===== config.mk =====
export PLATFORM = sky130hd
export DESIGN_NAME = robot_command_frame_decoder
export DESIGN_NICKNAME = d
export VERILOG_FILES = /design/src/sv/rcfd_pkg.sv /design/src/sv/robot_command_frame_decoder.sv /design/src/sv/rcfd_frame_track.sv /design/src/sv/rcfd_result_stage.sv
export SDC_FILE = /design/constraint.sdc
export NUM_CORES = 2
export LEC_CHECK = 0
export BUFFER_PORTS_ARGS = -buffer_cell sky130_fd_sc_hd__buf_2
export CAP_MARGIN = 20
export CORE_ASPECT_RATIO = 2
export CORE_MARGIN = 2
export CORE_UTILIZATION = 40
export CTS_BUF_LIST = sky130_fd_sc_hd__clkbuf_2 sky130_fd_sc_hd__clkbuf_4 sky130_fd_sc_hd__clkbuf_8
export DETAILED_ROUTE_END_ITERATION = 8
export PLACE_DENSITY = 0.56
export SLEW_MARGIN = 10
export SYNTH_ARGS = -nofsm -noshare
export SYNTH_HDL_FRONTEND = slang
export SYNTH_SLANG_ARGS = --single-unit

===== constraint.sdc =====
create_clock -name clk -period 12.5 [get_ports clk]
set_clock_uncertainty 0.15 [all_clocks]
set_input_delay 0 -clock clk [delete_from_list [all_inputs] [get_ports clk]]
set_output_delay 0 -clock clk [all_outputs]
set_load 0.05 [all_outputs]

===== src/sv/rcfd_pkg.sv =====
// shared constants, types and decode functions for the command frame decoder
package rcfd_pkg;

	localparam int unsigned FRAME_LENGTH  = 19;
	localparam int unsigned POS_W         = 5;
	localparam int unsigned PAYLOAD_DEPTH = 13;
	localparam int unsigned SLOT_W        = 4;

	localparam logic [POS_W-1:0] POS_WAIT = POS_W'(FRAME_LENGTH);
	localparam logic [POS_W-1:0] POS_LAST = POS_W'(FRAME_LENGTH - 1);

	// frame positions
	localparam logic [POS_W-1:0] POS_START       = 5'd0;
	localparam logic [POS_W-1:0] POS_SERVO1      = 5'd1;
	localparam logic [POS_W-1:0] POS_SERVO2      = 5'd2;
	localparam logic [POS_W-1:0] POS_MARK_L      = 5'd3;
	localparam logic [POS_W-1:0] POS_LED         = 5'd4;
	localparam logic [POS_W-1:0] POS_MARK_A      = 5'd5;
	localparam logic [POS_W-1:0] POS_LASER       = 5'd6;
	localparam logic [POS_W-1:0] POS_MARK_V      = 5'd7;
	localparam logic [POS_W-1:0] POS_WHEEL_FIRST = 5'd8;
	localparam logic [POS_W-1:0] POS_WHEEL_LAST  = 5'd15;
	localparam logic [POS_W-1:0] POS_MARK_R      = 5'd16;
	localparam logic [POS_W-1:0] POS_BUZZER      = 5'd17;
	localparam logic [POS_W-1:0] POS_END         = 5'd18;

	// marker bytes
	localparam logic [7:0] MARK_S  = 8'h53;
	localparam logic [7:0] MARK_L  = 8'h4C;
	localparam logic [7:0] MARK_A  = 8'h41;
	localparam logic [7:0] MARK_V  = 8'h56;
	localparam logic [7:0] MARK_R  = 8'h52;
	localparam logic [7:0] MARK_NL = 8'h0A;

	// payload slots
	localparam logic [SLOT_W-1:0] SLOT_SERVO1      = 4'd0;
	localparam logic [SLOT_W-1:0] SLOT_SERVO2      = 4'd1;
	localparam logic [SLOT_W-1:0] SLOT_LED         = 4'd2;
	localparam logic [SLOT_W-1:0] SLOT_LASER       = 4'd3;
	localparam logic [SLOT_W-1:0] SLOT_WHEEL_FIRST = 4'd4;
	localparam logic [SLOT_W-1:0] SLOT_BUZZER      = 4'd12;

	localparam logic [15:0] SCALE_RESET = 16'd1000;

	typedef struct packed {
		logic       hit;
		logic [7:0] value;
	} marker_t;

	typedef struct packed {
		logic              hit;
		logic [SLOT_W-1:0] idx;
	} slot_t;

	typedef struct packed {
		logic                               emit;
		logic [PAYLOAD_DEPTH-1:0][7:0]      payload;
	} frame_out_t;

	function automatic marker_t marker_of(input logic [POS_W-1:0] pos);
		marker_t r;
		r.hit = 1'b1;
		unique case (pos)
			POS_START:  r.value = MARK_S;
			POS_MARK_L: r.value = MARK_L;
			POS_MARK_A: r.value = MARK_A;
			POS_MARK_V: r.value = MARK_V;
			POS_MARK_R: r.value = MARK_R;
			POS_END:    r.value = MARK_NL;
			default: begin
				r.hit   = 1'b0;
				r.value = '0;
			end
		endcase
		return r;
	endfunction

	function automatic slot_t slot_of(input logic [POS_W-1:0] pos);
		slot_t r;
		r.hit = 1'b1;
		unique case (pos)
			POS_SERVO1: r.idx = SLOT_SERVO1;
			POS_SERVO2: r.idx = SLOT_SERVO2;
			POS_LED:    r.idx = SLOT_LED;
			POS_LASER:  r.idx = SLOT_LASER;
			POS_BUZZER: r.idx = SLOT_BUZZER;
			default: begin
				if (pos >= POS_WHEEL_FIRST && pos <= POS_WHEEL_LAST) begin
					r.idx = SLOT_W'(pos - POS_WHEEL_FIRST) + SLOT_WHEEL_FIRST;
				end else begin
					r.hit = 1'b0;
					r.idx = '0;
				end
			end
		endcase
		return r;
	endfunction

	// sign-magnitude 10.5 velocity times scale, /32 toward zero, saturated
	function automatic logic signed [15:0] scaled_speed(
		input logic [7:0]  hi,
		input logic [7:0]  lo,
		input logic [15:0] scale
	);
		logic [14:0] mag;
		logic [30:0] prod;
		logic [25:0] q;
		logic [15:0] r;
		mag  = {hi[6:0], lo};
		prod = 31'(mag) * 31'(scale);
		q    = prod[30:5];
		if (!hi[7]) begin
			r = (q > 26'd32767) ? 16'h7FFF : q[15:0];
		end else begin
			r = (q > 26'd32768) ? 16'h8000 : 16'(16'd0 - q[15:0]);
		end
		return signed'(r);
	endfunction

endpackage


===== src/sv/robot_command_frame_decoder.sv =====
// top level of the robot command frame decoder
//
// Byte channel: rx_byte and frame_start with byte_valid/byte_stall. A word is
// taken at a clock edge with byte_valid high and byte_stall low. frame_start
// marks position zero and always restarts the frame.
// Result channel: result_valid/result_stall with the servo, LED, laser,
// buzzer and four wheel speed fields, one word per well-formed frame,
// issued with the last frame byte. Bad frames and stray bytes give nothing.
// cfg_write_en/cfg_write_data write speed_scale; write it only while idle.
// The last byte lands in the input register at the edge that takes it; the
// result register loads as that byte leaves the input register, which a
// held result under stall can delay. Bytes are taken one per cycle while
// byte_stall is low; the path is the 15x16 velocity multiply and saturation.
// Reset: frame tracking waits for a start byte, speed_scale returns to 1000,
// no result is pending.
// Stall: a stalled result holds; byte_stall rises only while a result is
// held and a byte sits in the input register, so up to one byte is buffered.
module robot_command_frame_decoder (
	input  logic               clk,
	input  logic               arst_n,
	input  logic [7:0]         rx_byte,
	input  logic               frame_start,
	input  logic               byte_valid,
	output logic               byte_stall,
	input  logic               cfg_write_en,
	input  logic [15:0]        cfg_write_data,
	output logic               result_valid,
	input  logic               result_stall,
	output logic [7:0]         servo_one_angle,
	output logic [7:0]         servo_two_angle,
	output logic [7:0]         led_level,
	output logic [7:0]         laser_level,
	output logic [7:0]         buzzer_level,
	output logic signed [15:0] speed_front_left,
	output logic signed [15:0] speed_front_right,
	output logic signed [15:0] speed_back_left,
	output logic signed [15:0] speed_back_right
);

	logic                  valid_s1;
	logic [7:0]            data_s1;
	logic                  start_s1;
	logic [15:0]           scale_q;
	logic                  room;
	logic                  advance;
	logic                  accept;
	rcfd_pkg::frame_out_t  frame;

	assign advance    = valid_s1 && room;
	assign byte_stall = valid_s1 && !room;
	assign accept     = byte_valid && !byte_stall;

	always_ff @(posedge clk or negedge arst_n) begin
		if (!arst_n) begin
			valid_s1 <= 1'b0;
			scale_q  <= rcfd_pkg::SCALE_RESET;
		end else begin
			if (accept) begin
				valid_s1 <= 1'b1;
			end else if (advance) begin
				valid_s1 <= 1'b0;
			end
			if (cfg_write_en) begin
				scale_q <= cfg_write_data;
			end
		end
	end

	always_ff @(posedge clk) begin
		if (accept) begin
			data_s1  <= rx_byte;
			start_s1 <= frame_start;
		end
	end

	rcfd_frame_track u_track (
		.clk     (clk),
		.arst_n  (arst_n),
		.step    (advance),
		.rx_data (data_s1),
		.start   (start_s1),
		.frame   (frame)
	);

	rcfd_result_stage u_result (
		.clk               (clk),
		.arst_n            (arst_n),
		.frame             (frame),
		.scale             (scale_q),
		.result_stall      (result_stall),
		.room              (room),
		.result_valid      (result_valid),
		.servo_one_angle   (servo_one_angle),
		.servo_two_angle   (servo_two_angle),
		.led_level         (led_level),
		.laser_level       (laser_level),
		.buzzer_level      (buzzer_level),
		.speed_front_left  (speed_front_left),
		.speed_front_right (speed_front_right),
		.speed_back_left   (speed_back_left),
		.speed_back_right  (speed_back_right)
	);

endmodule


===== src/sv/rcfd_frame_track.sv =====
// frame position tracking, marker checks and payload capture
module rcfd_frame_track (
	input  logic                    clk,
	input  logic                    arst_n,
	input  logic                    step,
	input  logic [7:0]              rx_data,
	input  logic                    start,
	output rcfd_pkg::frame_out_t    frame
);

	logic [rcfd_pkg::POS_W-1:0] pos_q;
	logic                       good_q;
	logic [7:0]                 store_q [rcfd_pkg::PAYLOAD_DEPTH];

	logic                       active;
	logic [rcfd_pkg::POS_W-1:0] cur_pos;
	logic                       is_last;
	logic                       good_next;
	rcfd_pkg::marker_t          mk;
	rcfd_pkg::slot_t            sl;

	always_comb begin
		// bytes outside a frame are dropped unless they start one
		active    = step && (start || pos_q < rcfd_pkg::POS_WAIT);
		cur_pos   = start ? rcfd_pkg::POS_START : pos_q;
		mk        = rcfd_pkg::marker_of(cur_pos);
		sl        = rcfd_pkg::slot_of(cur_pos);
		is_last   = (cur_pos == rcfd_pkg::POS_LAST);
		good_next = (start || good_q) && !(mk.hit && rx_data != mk.value);
	end

	always_ff @(posedge clk or negedge arst_n) begin
		if (!arst_n) begin
			pos_q  <= rcfd_pkg::POS_WAIT;
			good_q <= 1'b0;
		end else if (active) begin
			good_q <= good_next;
			pos_q  <= is_last ? rcfd_pkg::POS_WAIT : cur_pos + 1'b1;
		end
	end

	always_ff @(posedge clk) begin
		if (active && sl.hit) begin
			store_q[sl.idx] <= rx_data;
		end
	end

	always_comb begin
		frame.emit = active && is_last && good_next;
		for (int i = 0; i < rcfd_pkg::PAYLOAD_DEPTH; i++) begin
			frame.payload[i] = store_q[i];
		end
	end

endmodule


===== src/sv/rcfd_result_stage.sv =====
// speed scaling and the output result register
module rcfd_result_stage (
	input  logic                    clk,
	input  logic                    arst_n,
	input  rcfd_pkg::frame_out_t    frame,
	input  logic [15:0]             scale,
	input  logic                    result_stall,
	output logic                    room,
	output logic                    result_valid,
	output logic [7:0]              servo_one_angle,
	output logic [7:0]              servo_two_angle,
	output logic [7:0]              led_level,
	output logic [7:0]              laser_level,
	output logic [7:0]              buzzer_level,
	output logic signed [15:0]      speed_front_left,
	output logic signed [15:0]      speed_front_right,
	output logic signed [15:0]      speed_back_left,
	output logic signed [15:0]      speed_back_right
);

	logic                result_valid_q;
	logic [7:0]          servo1_s2, servo2_s2, led_s2, laser_s2, buzzer_s2;
	logic signed [15:0]  fl_s2, fr_s2, bl_s2, br_s2;
	logic signed [15:0]  fl_d, fr_d, bl_d, br_d;

	localparam int unsigned W = rcfd_pkg::SLOT_WHEEL_FIRST;

	always_comb begin
		fl_d = rcfd_pkg::scaled_speed(frame.payload[W],     frame.payload[W + 1], scale);
		fr_d = rcfd_pkg::scaled_speed(frame.payload[W + 2], frame.payload[W + 3], scale);
		bl_d = rcfd_pkg::scaled_speed(frame.payload[W + 4], frame.payload[W + 5], scale);
		br_d = rcfd_pkg::scaled_speed(frame.payload[W + 6], frame.payload[W + 7], scale);
	end

	assign room = !result_valid_q || !result_stall;

	always_ff @(posedge clk or negedge arst_n) begin
		if (!arst_n) begin
			result_valid_q <= 1'b0;
		end else if (frame.emit) begin
			result_valid_q <= 1'b1;
		end else if (!result_stall) begin
			result_valid_q <= 1'b0;
		end
	end

	// emit is only raised when room is up, so a held word is never overwritten
	always_ff @(posedge clk) begin
		if (frame.emit) begin
			servo1_s2 <= frame.payload[rcfd_pkg::SLOT_SERVO1];
			servo2_s2 <= frame.payload[rcfd_pkg::SLOT_SERVO2];
			led_s2    <= frame.payload[rcfd_pkg::SLOT_LED];
			laser_s2  <= frame.payload[rcfd_pkg::SLOT_LASER];
			buzzer_s2 <= frame.payload[rcfd_pkg::SLOT_BUZZER];
			fl_s2     <= fl_d;
			fr_s2     <= fr_d;
			bl_s2     <= bl_d;
			br_s2     <= br_d;
		end
	end

	assign result_valid      = result_valid_q;
	assign servo_one_angle   = servo1_s2;
	assign servo_two_angle   = servo2_s2;
	assign led_level         = led_s2;
	assign laser_level       = laser_s2;
	assign buzzer_level      = buzzer_s2;
	assign speed_front_left  = fl_s2;
	assign speed_front_right = fr_s2;
	assign speed_back_left   = bl_s2;
	assign speed_back_right  = br_s2;

endmodule


==> flow_summary.yaml <==
run_status:
  status: "finished, final reports clean"
clock_tree:
  cts_tree: "built"
  clk_latency_ns: 0.67
  clock-sinks: 241
  cts-root-buf: "clkbuf_8"
  ctsResizeCount: 0
  clk_pin_slew_worst_paths_ns: 0.07
  cts_max_level: 2
  clockBufferDepth: 3
  numCtsBuffers: 39
  post_cts_buffers: 0
drt:
  initialDrtViolationCount: 1549
  ant_nets: 0
  dr.pass1.iters: 5
  viasPerCell: 5.303
  vias: 32710
  route.detailed.drc: 0
  wl_um: 121900
  wl_per_cell_um: 19.76
floorplanning:
  die_h_um: 470.9
  core_area_um2: 108300
  die_w_um: 237.5
  placementRows: 171
  start_util_pct: 40.28
  dieArea_um2: 111800
  ios: 136
synthesis:
  syn_nets: 5845
  synth_seq_area_share_pct: 16.35
  syn_inst: 4714
  syn_avg_cell_area_um2: 9.250
  yosysWarnings: 0
  synth_area_um2: 43610
  synth_ff_type: "edfxtp_1"
  synthArstFlopShare_pct: 9.959
  synth_cell_type_count: 89
  synth_edf_count: 217
  ys_seq_elements: 241
timing:
  worstMarginPinSlew_ns: 1.091
  setup_viol: 0
  post-route-period-util_pct: 72.73
  report.final.slew_viol_count: 0
  fin_ws_ns: 3.409
  finalHoldViolCount: 0
  fin_setup_tns_ns: 0
  period_minus_slack_ns: 9.091
  rsz0062_at_grt: "false"
  relSlewSlack_pct: 27.29
  fmax_mhz: 110.0
worst_setup_path:
  cp.required_ns: 12.77
  path_max_fanout: 42
  crit_family: "adder cells"
  crit_path_start_kind: "flip-flop"
  worstPathArrival_ns: 9.37
  end_kind: "flip-flop"
  crit_path_frequent_cell: "fa_1"
  max_stage_delay_ns: 0.84
  path_cells: "buf_4, nand2_1, fa_1, inv_1, fa_1, fa_1, fa_1, fa_1, inv_1, fa_1, inv_1, ha_1, nand4_1, nor4_1, a31oi_1, o21ai_0, a41oi_1, mux2i_1, a2111oi_0, and2_0, a21oi_1, a2111oi_0"
  critPathKind: "reg2reg"
  cp_num_buf_inv: 4
  critPathSlowestCell: "dfstp_2"
global_route:
  overflow: 0
  antenna_found_initial: 3
  gr-usage-all-layers_pct: 22.33
  grt_pass1_vias: 35840
  grt_max_degree: 66
  grt_pass1_wl_um: 194800
place:
  hpwl_um: 94760
  place_ws_ns: 3.476
  gp_congestion: 0.8904
  io_buffers: 135
final_layout:
  fin_util_pct: 43.41
  layout-drive-gt1-share_pct: 6.649
  areaGrowthSynthToFinish_pct: 7.764
  num-nets-final: 5883
flow_run:
  cap_viol_max_count: 0
hold_path:
  hold_path_class: "in2reg"
==> per-layer routing <==
metal / GRT usage, % / up-vias / part of all wire (%)
li1: - / 14980 / -
met1: 23.49 / 16700 / 36
met2: 44.49 / 766 / 56
met3: 1.788 / 263 / 3.1
met4: 9.622 / 0 / 4.6
met5: 0 / - / 0
==> through the flow <==
| stage | cells | instance area, um^2 | hold WS [ns] |
|---|---|---|---|
| floorplan | 4714 | 43610 | -0.4456 |
| global placement | 6023 | 45350 | -0.03266 |
| detailed placement | 6024 | 45360 | -0.03721 |
| CTS | 6165 | 46980 | 0.1902 |
| global route | 6168 | 46990 | 0.2701 |
| finish | 6168 | 46990 | 0.2408 |
==> synth_stat cells, types with 6 or more instances <==
cell,number,area share (%)
xnor2_1,71,1.4
ha_1,385,11
o21ai_0,88,1.0
nor2b_1,10,0.14
a2111oi_0,13,0.26
and4_1,11,0.22
nor4_1,25,0.36
o21bai_1,10,0.17
nand2_1,541,4.7
nand3_1,36,0.41
a21o_1,40,0.69
or2_2,9,0.13
nor3_1,38,0.44
a211o_1,13,0.26
fa_1,716,33
xor2_1,43,0.86
a31oi_1,14,0.20
a22oi_1,10,0.17
nand4_1,38,0.55
o211ai_1,25,0.43
mux2i_1,15,0.34
or4_1,9,0.15
and2_1,572,8.2
a221oi_1,14,0.28
mux2_2,21,0.54
inv_1,925,8.0
a311oi_1,6,0.12
nand3b_1,6,0.10
clkbuf_1,237,2.0
dfstp_2,9,0.54
nor2_1,106,0.91
nand2b_1,21,0.30
edfxtp_1,217,15
and3_1,27,0.39
a211oi_1,27,0.46
dfrtp_1,15,0.86
a21oi_1,170,2.0
a31o_2,8,0.16
o31ai_1,21,0.36
o21a_1,20,0.34
or3_1,19,0.27
o22ai_1,8,0.11
==> worst paths after layout <==
path                                        from                      endpoint  slack (ns)  cells after the start
max in group asynchronous                 arst_n                   scale_q[11]       11.45                      4
min in group asynchronous                 arst_n              u_track.pos_q[0]        0.52                      3
hold reg to reg            u_track.store_q[2][0]                  led_level[0]        0.26                      0
setup / recovery                      scale_q[7]  u_result.speed_front_left[4]        3.41                     22
hold / removal                      result_stall              u_track.pos_q[0]        0.24                      6
setup reg to reg                      scale_q[7]  u_result.speed_front_left[4]        3.41                     22
==> sequential cells by signal (all words and copies together) (netlist names), 8 cells and up <==
signal and count:
u_track.store_q 104, scale_q 16, u_result.speed_back_left 16, u_result.speed_back_right 16, u_result.speed_front_left 16, u_result.speed_front_right 16, data_s1 8, laser_level 8
led_level 8, servo_one_angle 8, servo_two_angle 8, u_result.buzzer_level 8
==> tightest hold or removal path: cells and delay by family <==
kind / cells / cell delay (ns)
AO/OA/AOI/OAI: 2 / 0.17
buffers and inverters: 3 / 0.83
AND/OR/NAND/NOR: 1 / 0.05
==> repair_timing <==
action / in CTS / in global routing
endpoints found under the setup margin: 0 / 0
hold buffers: 69 / 0
endpoints found under the hold margin: 73 / 0
==> logic make-up (layout without fill, tap and decap cells) <==
group / Yosys count / in the layout / synth area share, %
xor+xnor: 115 / 115 / 2.327
mux: 36 / 36 / 0.8866
simple gates: 1497 / 1497 / 17.89
buf+inv: 1167 / 1236 / 10.09
fa+ha+maj: 1101 / 1101 / 43.92
compound gates: 557 / 557 / 8.542
flops: 241 / 241 / 16.35
other cells: 0 / 1 / 0
==> layout by cell type, fill, tap and decap left out, types with 11 or more instances in the layout <==
cell / netlist / layout
and4_1: 11 / 11
a211oi_1: 27 / 27
mux2i_1: 15 / 15
dlygate4sd3_1: 0 / 68
buf_2: 3 / 136
xor2_1: 43 / 43
o211ai_1: 25 / 25
and2_1: 572 / 572
a211o_1: 13 / 13
clkbuf_8: 0 / 42
buf_4: 0 / 33
a2111oi_0: 13 / 13
and3_1: 27 / 27
o21ai_0: 88 / 88
nand3_1: 36 / 36
nand2b_1: 21 / 21
a21oi_1: 170 / 170
o31ai_1: 21 / 21
edfxtp_1: 217 / 217
or3_1: 19 / 19
a21o_1: 40 / 40
nand2_1: 541 / 541
a31oi_1: 14 / 14
nand4_1: 38 / 38
xnor2_1: 71 / 71
nor3_1: 38 / 38
inv_1: 925 / 925
fa_1: 716 / 716
mux2_2: 21 / 21
ha_1: 385 / 385
nor4_1: 25 / 24
nor2_1: 106 / 106
o21a_1: 20 / 20
a221oi_1: 14 / 14
==> cell type report <==
class | instances | area [um^2]
clock inverter | 20 | 257.7
inverter | 925 | 3472
multi-input combinational | 3306 | 32090
timing repair buffer | 239 | 1640
clock buffer | 52 | 653.1
antenna | 1 | 2.502
fill | 10720 | 61270
tap | 1384 | 1732
sequential | 241 | 7141
Power is left out: the tool's default activity adds up to more than one toggle a clock period on the data nets, which glitch-free logic cannot reach.
